<file path="config.mk">
export PLATFORM = sky130hd
export DESIGN_NAME = min_weight_eviction_queue_unit
export DESIGN_NICKNAME = d
export VERILOG_FILES = /design/src/rtl/core/mwq_pkg.sv /design/src/rtl/core/mwq_store.sv /design/src/rtl/core/min_weight_eviction_queue_unit.sv
export SDC_FILE = /design/constraint.sdc
export NUM_CORES = 2
export LEC_CHECK = 0
export BUFFER_PORTS_ARGS = -buffer_cell sky130_fd_sc_hd__buf_2
export CAP_MARGIN = 20
export CELL_PAD_IN_SITES_DETAIL_PLACEMENT = 0
export CELL_PAD_IN_SITES_GLOBAL_PLACEMENT = 2
export CORE_ASPECT_RATIO = 0.5
export CORE_MARGIN = 3
export CORE_UTILIZATION = 47
export CTS_CLUSTER_SIZE = 12
export DETAILED_ROUTE_END_ITERATION = 8
export PLACE_DENSITY = 0.93
export SYNTH_ARGS = -nofsm -noshare
export SYNTH_HDL_FRONTEND = slang
export SYNTH_SLANG_ARGS = --single-unit
</file>
<file path="constraint.sdc">
create_clock -name clk -period 20.5 [get_ports clk]
set_input_delay 0 -clock clk [delete_from_list [all_inputs] [get_ports clk]]
set_output_delay 0 -clock clk [all_outputs]
set_load 0.02 [all_outputs]
</file>
<file path="src/rtl/core/mwq_pkg.sv">
// shared types, codes and sizes of the minimum-weight eviction queue
// no dependencies; imported by every module of the block
package mwq_pkg;

	// sizing
	localparam int CAPACITY  = 16;
	localparam int ID_BITS   = 16;
	localparam int ID_IN_W   = 16;
	localparam int WEIGHT_W  = 64;
	localparam int OCC_W     = 5;
	localparam int ID_W      = (ID_BITS < ID_IN_W) ? ID_BITS : ID_IN_W;
	localparam int CNT_W     = $clog2(CAPACITY + 1);

	// stream widths
	localparam int S_TDATA_W = 80;
	localparam int S_TUSER_W = 2;
	localparam int M_TDATA_W = 88;
	localparam int M_TUSER_W = 3;
	localparam int M_PAD_W   = M_TDATA_W - (ID_IN_W + WEIGHT_W + OCC_W + 1);

	typedef enum logic [1:0] {
		OP_INSERT = 2'd0,
		OP_POP    = 2'd1,
		OP_REMOVE = 2'd2,
		OP_NOP    = 2'd3
	} opcode_t;

	typedef enum logic [1:0] {
		ST_OK        = 2'd0,
		ST_DUP       = 2'd1,
		ST_NOT_FOUND = 2'd2,
		ST_EMPTY     = 2'd3
	} status_t;

	typedef struct packed {
		opcode_t               op;
		logic [ID_IN_W-1:0]    id;
		logic [WEIGHT_W-1:0]   weight;
	} cmd_t;

	typedef struct packed {
		status_t               status;
		logic                  out_valid;
		logic [ID_IN_W-1:0]    out_id;
		logic [WEIGHT_W-1:0]   out_weight;
		logic [OCC_W-1:0]      occupancy;
		logic                  below_min;
	} res_t;

endpackage

</file>
<file path="src/rtl/core/mwq_store.sv">
// weight-sorted entry array: every cell compares against the item in parallel
// and shifts, keeps or loads in one step; depends on mwq_pkg
module mwq_store import mwq_pkg::*; (
	input  logic clk,
	input  logic arst_n,
	input  logic step,
	input  cmd_t cmd,
	output res_t res
);

	typedef enum logic [1:0] {
		SEL_KEEP = 2'd0,
		SEL_NEXT = 2'd1,
		SEL_PREV = 2'd2,
		SEL_NEW  = 2'd3
	} cell_sel_t;

	// cells ordered by weight, equal weights oldest first; head is the minimum
	logic [CAPACITY-1:0]  valid_q;
	logic [ID_W-1:0]      id_q     [CAPACITY];
	logic [WEIGHT_W-1:0]  weight_q [CAPACITY];
	logic [CNT_W-1:0]     cnt_q;

	logic [ID_W-1:0]      cid;
	logic [CAPACITY-1:0]  le, id_hit, exact, upto;
	logic [CAPACITY:0]    le_ext, le_pre;
	logic                 full, empty, dup, found;
	logic                 do_ins, evict, pop_ok, rem_ok;

	cell_sel_t            sel      [CAPACITY];
	logic [CAPACITY-1:0]  up_valid, dn_valid, nxt_valid;
	logic [ID_W-1:0]      up_id    [CAPACITY];
	logic [ID_W-1:0]      dn_id    [CAPACITY];
	logic [ID_W-1:0]      nxt_id   [CAPACITY];
	logic [WEIGHT_W-1:0]  up_w     [CAPACITY];
	logic [WEIGHT_W-1:0]  dn_w     [CAPACITY];
	logic [WEIGHT_W-1:0]  nxt_w    [CAPACITY];
	logic [CNT_W-1:0]     cnt_nxt;

	logic [ID_W+ID_IN_W-1:0]  head_id_wide;
	logic [CNT_W+OCC_W-1:0]   occ_wide;

	assign cid = cmd.id[ID_W-1:0];

	// per-cell compares and neighbour taps
	for (genvar gi = 0; gi < CAPACITY; gi++) begin : g_cell
		assign le[gi]     = valid_q[gi] && (weight_q[gi] <= cmd.weight);
		assign id_hit[gi] = valid_q[gi] && (id_q[gi] == cid);
		assign exact[gi]  = id_hit[gi] && (weight_q[gi] == cmd.weight);
		assign upto[gi]   = |exact[gi:0];

		if (gi < CAPACITY - 1) begin : g_up
			assign up_valid[gi] = valid_q[gi+1];
			assign up_id[gi]    = id_q[gi+1];
			assign up_w[gi]     = weight_q[gi+1];
		end else begin : g_up_end
			assign up_valid[gi] = 1'b0;
			assign up_id[gi]    = id_q[gi];
			assign up_w[gi]     = weight_q[gi];
		end

		if (gi > 0) begin : g_dn
			assign dn_valid[gi] = valid_q[gi-1];
			assign dn_id[gi]    = id_q[gi-1];
			assign dn_w[gi]     = weight_q[gi-1];
		end else begin : g_dn_end
			assign dn_valid[gi] = valid_q[gi];
			assign dn_id[gi]    = id_q[gi];
			assign dn_w[gi]     = weight_q[gi];
		end

		// choose where this cell takes its next content from
		always_comb begin
			sel[gi] = SEL_KEEP;
			if (evict) begin
				if (le_ext[gi+1]) begin
					sel[gi] = SEL_NEXT;
				end else if (le[gi] || (gi == 0)) begin
					sel[gi] = SEL_NEW;
				end
			end else if (do_ins) begin
				if (!le[gi]) begin
					sel[gi] = le_pre[gi] ? SEL_NEW : SEL_PREV;
				end
			end else if (pop_ok) begin
				sel[gi] = SEL_NEXT;
			end else if (rem_ok && upto[gi]) begin
				sel[gi] = SEL_NEXT;
			end
		end

		// cell content mux
		always_comb begin
			case (sel[gi])
				SEL_NEXT: begin
					nxt_valid[gi] = up_valid[gi];
					nxt_id[gi]    = up_id[gi];
					nxt_w[gi]     = up_w[gi];
				end
				SEL_PREV: begin
					nxt_valid[gi] = dn_valid[gi];
					nxt_id[gi]    = dn_id[gi];
					nxt_w[gi]     = dn_w[gi];
				end
				SEL_NEW: begin
					nxt_valid[gi] = 1'b1;
					nxt_id[gi]    = cid;
					nxt_w[gi]     = cmd.weight;
				end
				default: begin
					nxt_valid[gi] = valid_q[gi];
					nxt_id[gi]    = id_q[gi];
					nxt_w[gi]     = weight_q[gi];
				end
			endcase
		end

		// cell payload, no reset needed
		always_ff @(posedge clk) begin
			if (step) begin
				id_q[gi]     <= nxt_id[gi];
				weight_q[gi] <= nxt_w[gi];
			end
		end
	end

	// le is a prefix mask over the sorted cells
	assign le_ext = {1'b0, le};
	assign le_pre = {le, 1'b1};

	// operation decode
	assign full   = valid_q[CAPACITY-1];
	assign empty  = !valid_q[0];
	assign dup    = |id_hit;
	assign found  = |exact;
	assign do_ins = (cmd.op == OP_INSERT) && !dup;
	assign evict  = do_ins && full;
	assign pop_ok = (cmd.op == OP_POP) && !empty;
	assign rem_ok = (cmd.op == OP_REMOVE) && found;

	// entry count after the step
	always_comb begin
		cnt_nxt = cnt_q;
		if (do_ins && !full) begin
			cnt_nxt = cnt_q + CNT_W'(1);
		end else if (pop_ok || rem_ok) begin
			cnt_nxt = cnt_q - CNT_W'(1);
		end
	end

	// valid bits and count
	always_ff @(posedge clk or negedge arst_n) begin
		if (!arst_n) begin
			valid_q <= '0;
			cnt_q   <= '0;
		end else if (step) begin
			valid_q <= nxt_valid;
			cnt_q   <= cnt_nxt;
		end
	end

	// result of the item under way
	assign head_id_wide = {{ID_IN_W{1'b0}}, id_q[0]};
	assign occ_wide     = {{OCC_W{1'b0}}, cnt_nxt};

	always_comb begin
		case (cmd.op)
			OP_INSERT: res.status = dup ? ST_DUP : ST_OK;
			OP_POP:    res.status = empty ? ST_EMPTY : ST_OK;
			OP_REMOVE: res.status = found ? ST_OK : ST_NOT_FOUND;
			default:   res.status = ST_OK;
		endcase
		res.out_valid  = evict || pop_ok;
		res.out_id     = res.out_valid ? head_id_wide[ID_IN_W-1:0] : '0;
		res.out_weight = res.out_valid ? weight_q[0] : '0;
		res.occupancy  = occ_wide[OCC_W-1:0];
		res.below_min  = valid_q[0] && !le[0];
	end

endmodule

</file>
<file path="src/rtl/core/min_weight_eviction_queue_unit.sv">
// minimum-weight eviction queue: an accepted item waits in the input register, is
// applied to the sorted cell array and has its result loaded into the output register
// for the master side; the queue takes one item per cycle unless the master side stalls,
// a rate set by the single-step update of the sorted cell array. Reset clears all
// entries and both pipeline valids at once.
// depends on mwq_pkg and mwq_store
module min_weight_eviction_queue_unit import mwq_pkg::*; (
	input  logic                 clk,
	input  logic                 arst_n,
	input  logic                 s_tvalid,
	output logic                 s_tready,
	input  logic [S_TDATA_W-1:0] s_tdata,   // entry_id, weight
	input  logic [S_TUSER_W-1:0] s_tuser,   // opcode
	output logic                 m_tvalid,
	input  logic                 m_tready,
	output logic [M_TDATA_W-1:0] m_tdata,   // out_id, out_weight, occupancy, below_min, pad
	output logic [M_TUSER_W-1:0] m_tuser    // status, out_valid
);

	cmd_t  cmd_s1;
	logic  vld_s1;
	res_t  res_s2;
	logic  vld_s2;
	res_t  res;
	logic  adv;

	// item moves into the output register when that register frees up
	assign adv      = vld_s1 && (!vld_s2 || m_tready);
	assign s_tready = !vld_s1 || adv;

	// pipeline valids
	always_ff @(posedge clk or negedge arst_n) begin
		if (!arst_n) begin
			vld_s1 <= 1'b0;
			vld_s2 <= 1'b0;
		end else begin
			if (s_tready) begin
				vld_s1 <= s_tvalid;
			end
			if (adv) begin
				vld_s2 <= 1'b1;
			end else if (m_tready) begin
				vld_s2 <= 1'b0;
			end
		end
	end

	// input register
	always_ff @(posedge clk) begin
		if (s_tvalid && s_tready) begin
			cmd_s1.op     <= opcode_t'(s_tuser[1:0]);
			cmd_s1.id     <= s_tdata[ID_IN_W-1:0];
			cmd_s1.weight <= s_tdata[ID_IN_W +: WEIGHT_W];
		end
	end

	// sorted entry array
	mwq_store u_store (
		.clk    (clk),
		.arst_n (arst_n),
		.step   (adv),
		.cmd    (cmd_s1),
		.res    (res)
	);

	// result register
	always_ff @(posedge clk) begin
		if (adv) begin
			res_s2 <= res;
		end
	end

	assign m_tvalid = vld_s2;
	assign m_tdata  = {{M_PAD_W{1'b0}}, res_s2.below_min, res_s2.occupancy,
		res_s2.out_weight, res_s2.out_id};
	assign m_tuser  = {res_s2.out_valid, res_s2.status};

endmodule

</file>
* Word-level counts from Yosys, hierarchy flattened
Memory sizes are Yosys's and may differ from the RTL's. Index checks and enable logic that the tools add are counted.
Cells by class: $lt $le $gt $ge 16, mux-type cells 183, reduce and logical (&&, ||, !) cells 131, add/sub/neg operators 2, equality and inequality tests 81
Operators by type and width (count):
- case mux 64 bit (3 select lines) | 14
- == test 64 bit | 16
- less-or-equal comparator 64 bit | 16
- case mux 16 bit (3 select lines) | 14
- == test 16 bit | 16
- case mux 64 bit (2 select lines) | 2
- 2-to-1 mux 2 bit | 95
- logical AND 1 bit | 72
- == test 2 bit, second input constant | 32
- case mux 16 bit (2 select lines) | 2
- case mux 1 bit (3 select lines) | 15
- nonzero test 3 bit | 15
- 2-to-1 mux 1 bit | 37
- == test 2 x 1 -> 1 bit, second input constant | 17
- AND reduction 2 bit | 16
- OR reduction 16 bit | 2
- OR reduction 15 bit | 1
- OR reduction 14 bit | 1
- OR reduction 13 bit | 1
- OR reduction 12 bit | 1
- OR reduction 11 bit | 1
- 2-to-1 mux 5 bit | 2
- OR reduction 10 bit | 1
- OR reduction 9 bit | 1
- other kinds (15) | 23
Storage, ports and cells: memories 2, output and inout port bits 93, word-level logic and storage cells 443, register bits 194, memory bits (writable) 1280, input bits 86
Memory list:
- u_store.weight_q | words 16, width 64, read ports 16, clocked after Yosys merged registers in 0, write ports 16, line mwq_store.sv:21 | logic [WEIGHT_W-1:0] weight_q [CAPACITY];
- u_store.id_q | words 16, width 16, read ports 16, clocked after Yosys merged registers in 0, write ports 16, line mwq_store.sv:20 | logic [ID_W-1:0] id_q [CAPACITY];

* Logic depth before layout (Yosys ltp)
An unclocked memory read counts as a cell.
depth after elaboration 14, mapped depth 18, mapped depth without buffers 13

* Hierarchy
Synthesis repeated with hierarchy kept, for this count alone.
Second synthesis, totals: cells, all modules 9503, area, all modules 97324.6 µm²
Modules (own cells, without submodules):
- mwq_store | sequential area each 38962.4 µm², times used 1, cells each 9321, area an instance 92067.0 µm²
- min_weight_eviction_queue_unit | sequential area each 5185.0 µm², times used 1, cells each 182, area an instance 5257.5 µm²

* Worst setup path before layout
No wires, ideal clock.
path kind flip-flop to flip-flop, start point register, netlist name cmd_s1[61], end point memory u_store.id_q[0][64] in the netlist's numbering, enable pin, path slack 12.950 ns, stages on the path, launching flop included 14, data arrival time 7.003 ns, period minus slack after synthesis 7.550 ns, data required time 19.954 ns, library setup time 0.546 ns, path buffers 1, cells stage by stage edfxtp_1 inv_1 ha_1 nand4_1 nor4_1 nand3_1 nor4_1 a2111oi_4 nor2_1 or3_1 nor2_1 a311o_2 buf_6 a21oi_1
RTL lines (line):
- end: declaration | mwq_store.sv:20

==> metrics.txt <==
status finished clean; DRC viols 0; routability cong. 1.05; Starting Density 0.475; ranking of synthesized cells by area edfxtp_1 (45%), ha_1 (13%), mux2i_1 (7.6%); fmax 117 MHz; cell-internal power 6770 µW; CTS Buf Count 158; Critical Path Start cmd_s1[11]; Fin Setup TNS 0 ns; Hold Fails Final Rpt 0; Synth top area share 0.449; Max IR drop VDD 0.0000868 V; Critical Path End Type register; CP max FO 49; Synth Cell Area 0.0970 mm²; Hold EP cmd_s1[36]; Worst EP required 20.93 ns; GR Overflow Total 0; first-pass GRT wire length 543000 µm; Reg-to-Reg End u_store.weight_q[1][153]; Hold Startpoint s_tdata[52]; biggest area consumer among synthesized cells edfxtp_1; DIE WIDTH 648 µm; crit path launch type register; Synthesis Warnings 0; CTS max path bufs 4; Clock power frac 0.248; Arr. time, crit path 9.01 ns; Max Cap Viol 0; TritonCTS clock tree yes; Switching Share 0.391; FF-to-FF setup slack 11.92 ns; hold crit path type primary input to register; clock-pin slew on the worst setup and hold paths 0.07 ns; Mean Syn Cell Area 10.5 µm²; # IOs 179; Slew @ Worst Pin 1.33 ns; Tcrit/Tclk final 0.419; Post-DP Area 0.100 mm²; Synth Flop Type edfxtp_1; final instance area 0.107 mm²; final setup fails 0; number of DRC markers in iteration 0 12100; Non-Filler Instances 12100; Comb pwr share 0.346; Relative slew margins 0.103; Total Power 11100 µW; Post-Place Cells 11700; ratio of cells with drive above 1 in the final layout 0.0827; ys async rst share 0.0156; Root Driver clkbuf_16; IO buf count 176; via count 80200; skew final 0.0683 ns; switching power total 4340 µW; routed wire length 385000 µm; Placement Rows 117; FF-to-FF Start cmd_s1[11]; Synth Instances 9201; r2r worst-path depth 16; total track usage 0.352; area delta synth->final 9.90%; chip height 327 µm; CTS sink count 1474; Post-synth EDFFs 1451; Clock Latency Late Sink 0.85 ns; Vias/cell 6.61; Layout Nets 10400; core area 0.204 mm²; Pre-antenna DRT Iters 9; # H-tree levels 4; unrepaired setup endpoints after global routing false; antenna-violating nets left 0; register area share after synthesis 0.455; P_leak 0.0424 µW; Worst Hold Depth 2; DIE AREA 0.212 mm²; post_cts resized 0; half-perimeter wire length after placement 260000 µm; Setup CP Type register to register; initial antenna violation count 17; Max Slew Vio Count 0; Synth Register Bits 1474; Reg power frac 0.407; power density over the cells 104 mW/mm²; min cycle time layout 8.58 ns; largest net degree at the start of global routing 164; Min Hold Slack 0.0339 ns; vias in the first global route 74900; Yosys cell types 98; DR WL/cell 31.7 µm
-- layout make-up --
cell class / instances / area, µm²
Clock buffer: 210 / 4220
Antenna cell: 7 / 17.5
Inverter: 212 / 813
Sequential cell: 1474 / 44100
Tap cell: 2737 / 3420
Timing Repair Buffer: 519 / 4040
Clock inverter: 32 / 263
Fill cell: 18400 / 97800
Multi-Input combinational cell: 6937 / 49700
-- synth_stat cells, types with 12 or more instances --
library cell / count
mux2i_1: 735
buf_4: 71
and4_1: 17
xor2_1: 198
mux2_2: 161
a21o_1: 227
o31ai_1: 12
buf_1: 20
o311ai_0: 62
nor4_1: 89
or3_1: 16
a222oi_1: 79
a211oi_1: 38
xnor2_1: 66
a21oi_1: 1023
nor2_1: 975
nand2_1: 834
inv_1: 210
ha_1: 1026
clkbuf_1: 331
nand2b_1: 24
o211ai_1: 34
dfrtp_1: 23
o21ai_1: 15
a31oi_1: 247
and2_1: 90
o22ai_1: 12
nor3_1: 86
a221oi_1: 18
buf_2: 124
o21a_1: 24
edfxtp_1: 1451
o21ai_0: 213
nor2b_1: 55
nand4_1: 270
nand3_1: 118
buf_6: 20
-- worst max-delay path, cell delays in order, from the launching register on --
cell	delay (ns)
edfxtp_1	0.62
inv_1	0.78
ha_1	0.38
and2_1	0.16
a221o_1	0.30
a221oi_1	0.58
o32ai_1	0.23
a211oi_1	1.11
a211o_1	0.29
nand2_1	0.09
o21ai_0	0.22
o211a_4	0.18
buf_4	0.92
nor2_1	0.17
nor2_4	0.57
buf_4	0.61
buf_4	0.72
-- placed cells by master, fill, tap and decap left out, types with 12 or more instances in the layout --
cell	instances
a21oi_1	1014
o21ai_0	213
nand2b_1	24
clkinv_1	16
o211ai_1	34
buf_4	151
o21a_1	19
a211oi_1	38
buf_12	13
nand4_1	270
a222oi_1	79
dfrtp_1	23
nand3_1	117
edfxtp_1	1451
and4_1	17
a221oi_1	17
clkbuf_16	160
inv_1	207
dlygate4sd3_1	170
buf_2	180
nor2b_1	55
clkbuf_1	47
a21o_1	226
nor4_1	85
mux2_2	159
xor2_1	198
a31oi_1	246
xnor2_1	66
nor2_1	968
o21ai_1	12
nor3_1	86
ha_1	1026
or3_1	15
o22ai_1	12
nand2_1	831
and2_1	89
o311ai_0	62
mux2i_1	734
-- stage by stage --
stage	setup slack [ns]	utilization
6_report	11.92	0.522
5_1_grt	12.02	0.522
4_1_cts	12.23	0.521
3_5_place_dp	12.25	0.491
3_3_place_gp	11.71	0.490
2_1_floorplan	12.95	-
-- cells by family (layout without fill, tap and decap cells) --
logic type / count (synthesis) / count (layout) / synth area share
xor+xnor: 264 / 264 / 0.0238
simple gates: 2643 / 2643 / 0.123
flops: 1474 / 1474 / 0.455
fa+ha+maj: 1026 / 1026 / 0.132
mux: 896 / 896 / 0.0945
buf+inv: 791 / 973 / 0.0380
compound gates: 2106 / 2106 / 0.133
other cells: 1 / 9 / 0.0000387
-- flip-flops by register name (all words and copies together) (netlist names) --
register,cells
cmd_s1,82
u_store.valid_q,16
u_store.id_q,256
u_store.cnt_q,5
u_store.weight_q,1024
m_tuser,3
m_tvalid,1
m_tdata,86
vld_s1,1
-- worst max path at each step --
stage	end	slack [ns]
finish	u_store.weight_q[1][153]	11.92
global route	u_store.weight_q[1][153]	12.02
CTS	u_store.weight_q[1][153]	12.23
detailed placement	u_store.weight_q[1][155]	12.25
global placement	u_store.weight_q[1][347]	11.71
floorplan	u_store.id_q[0][64]	12.95
-- what timing repair did --
action / 4_1_cts / 5_1_grt
endpoints found under the hold margin: 118 / 0
hold buffers: 171 / 0
buffers inserted: 0 / 0
-- layer usage --
metal / GRT usage / vias to the layer above / share of wire
li1: - / 34900 / -
met5: 0.00634 / - / 0.00079
met2: 0.504 / 4973 / 0.41
met1: 0.494 / 39500 / 0.41
met3: 0.113 / 855 / 0.13
met4: 0.132 / 20 / 0.041
-- power by group through the flow --
stage,registers [µW],logic [µW],clock network (µW)
4_1_cts,4490,3710,2770
5_1_grt,4540,4090,2890
3_5_place_dp,4550,3670,0
2_1_floorplan,4370,2450,0
3_3_place_gp,4550,3590,0
6_report,4520,3840,2750
No activity file was read; power rests on OpenSTA's default activity.
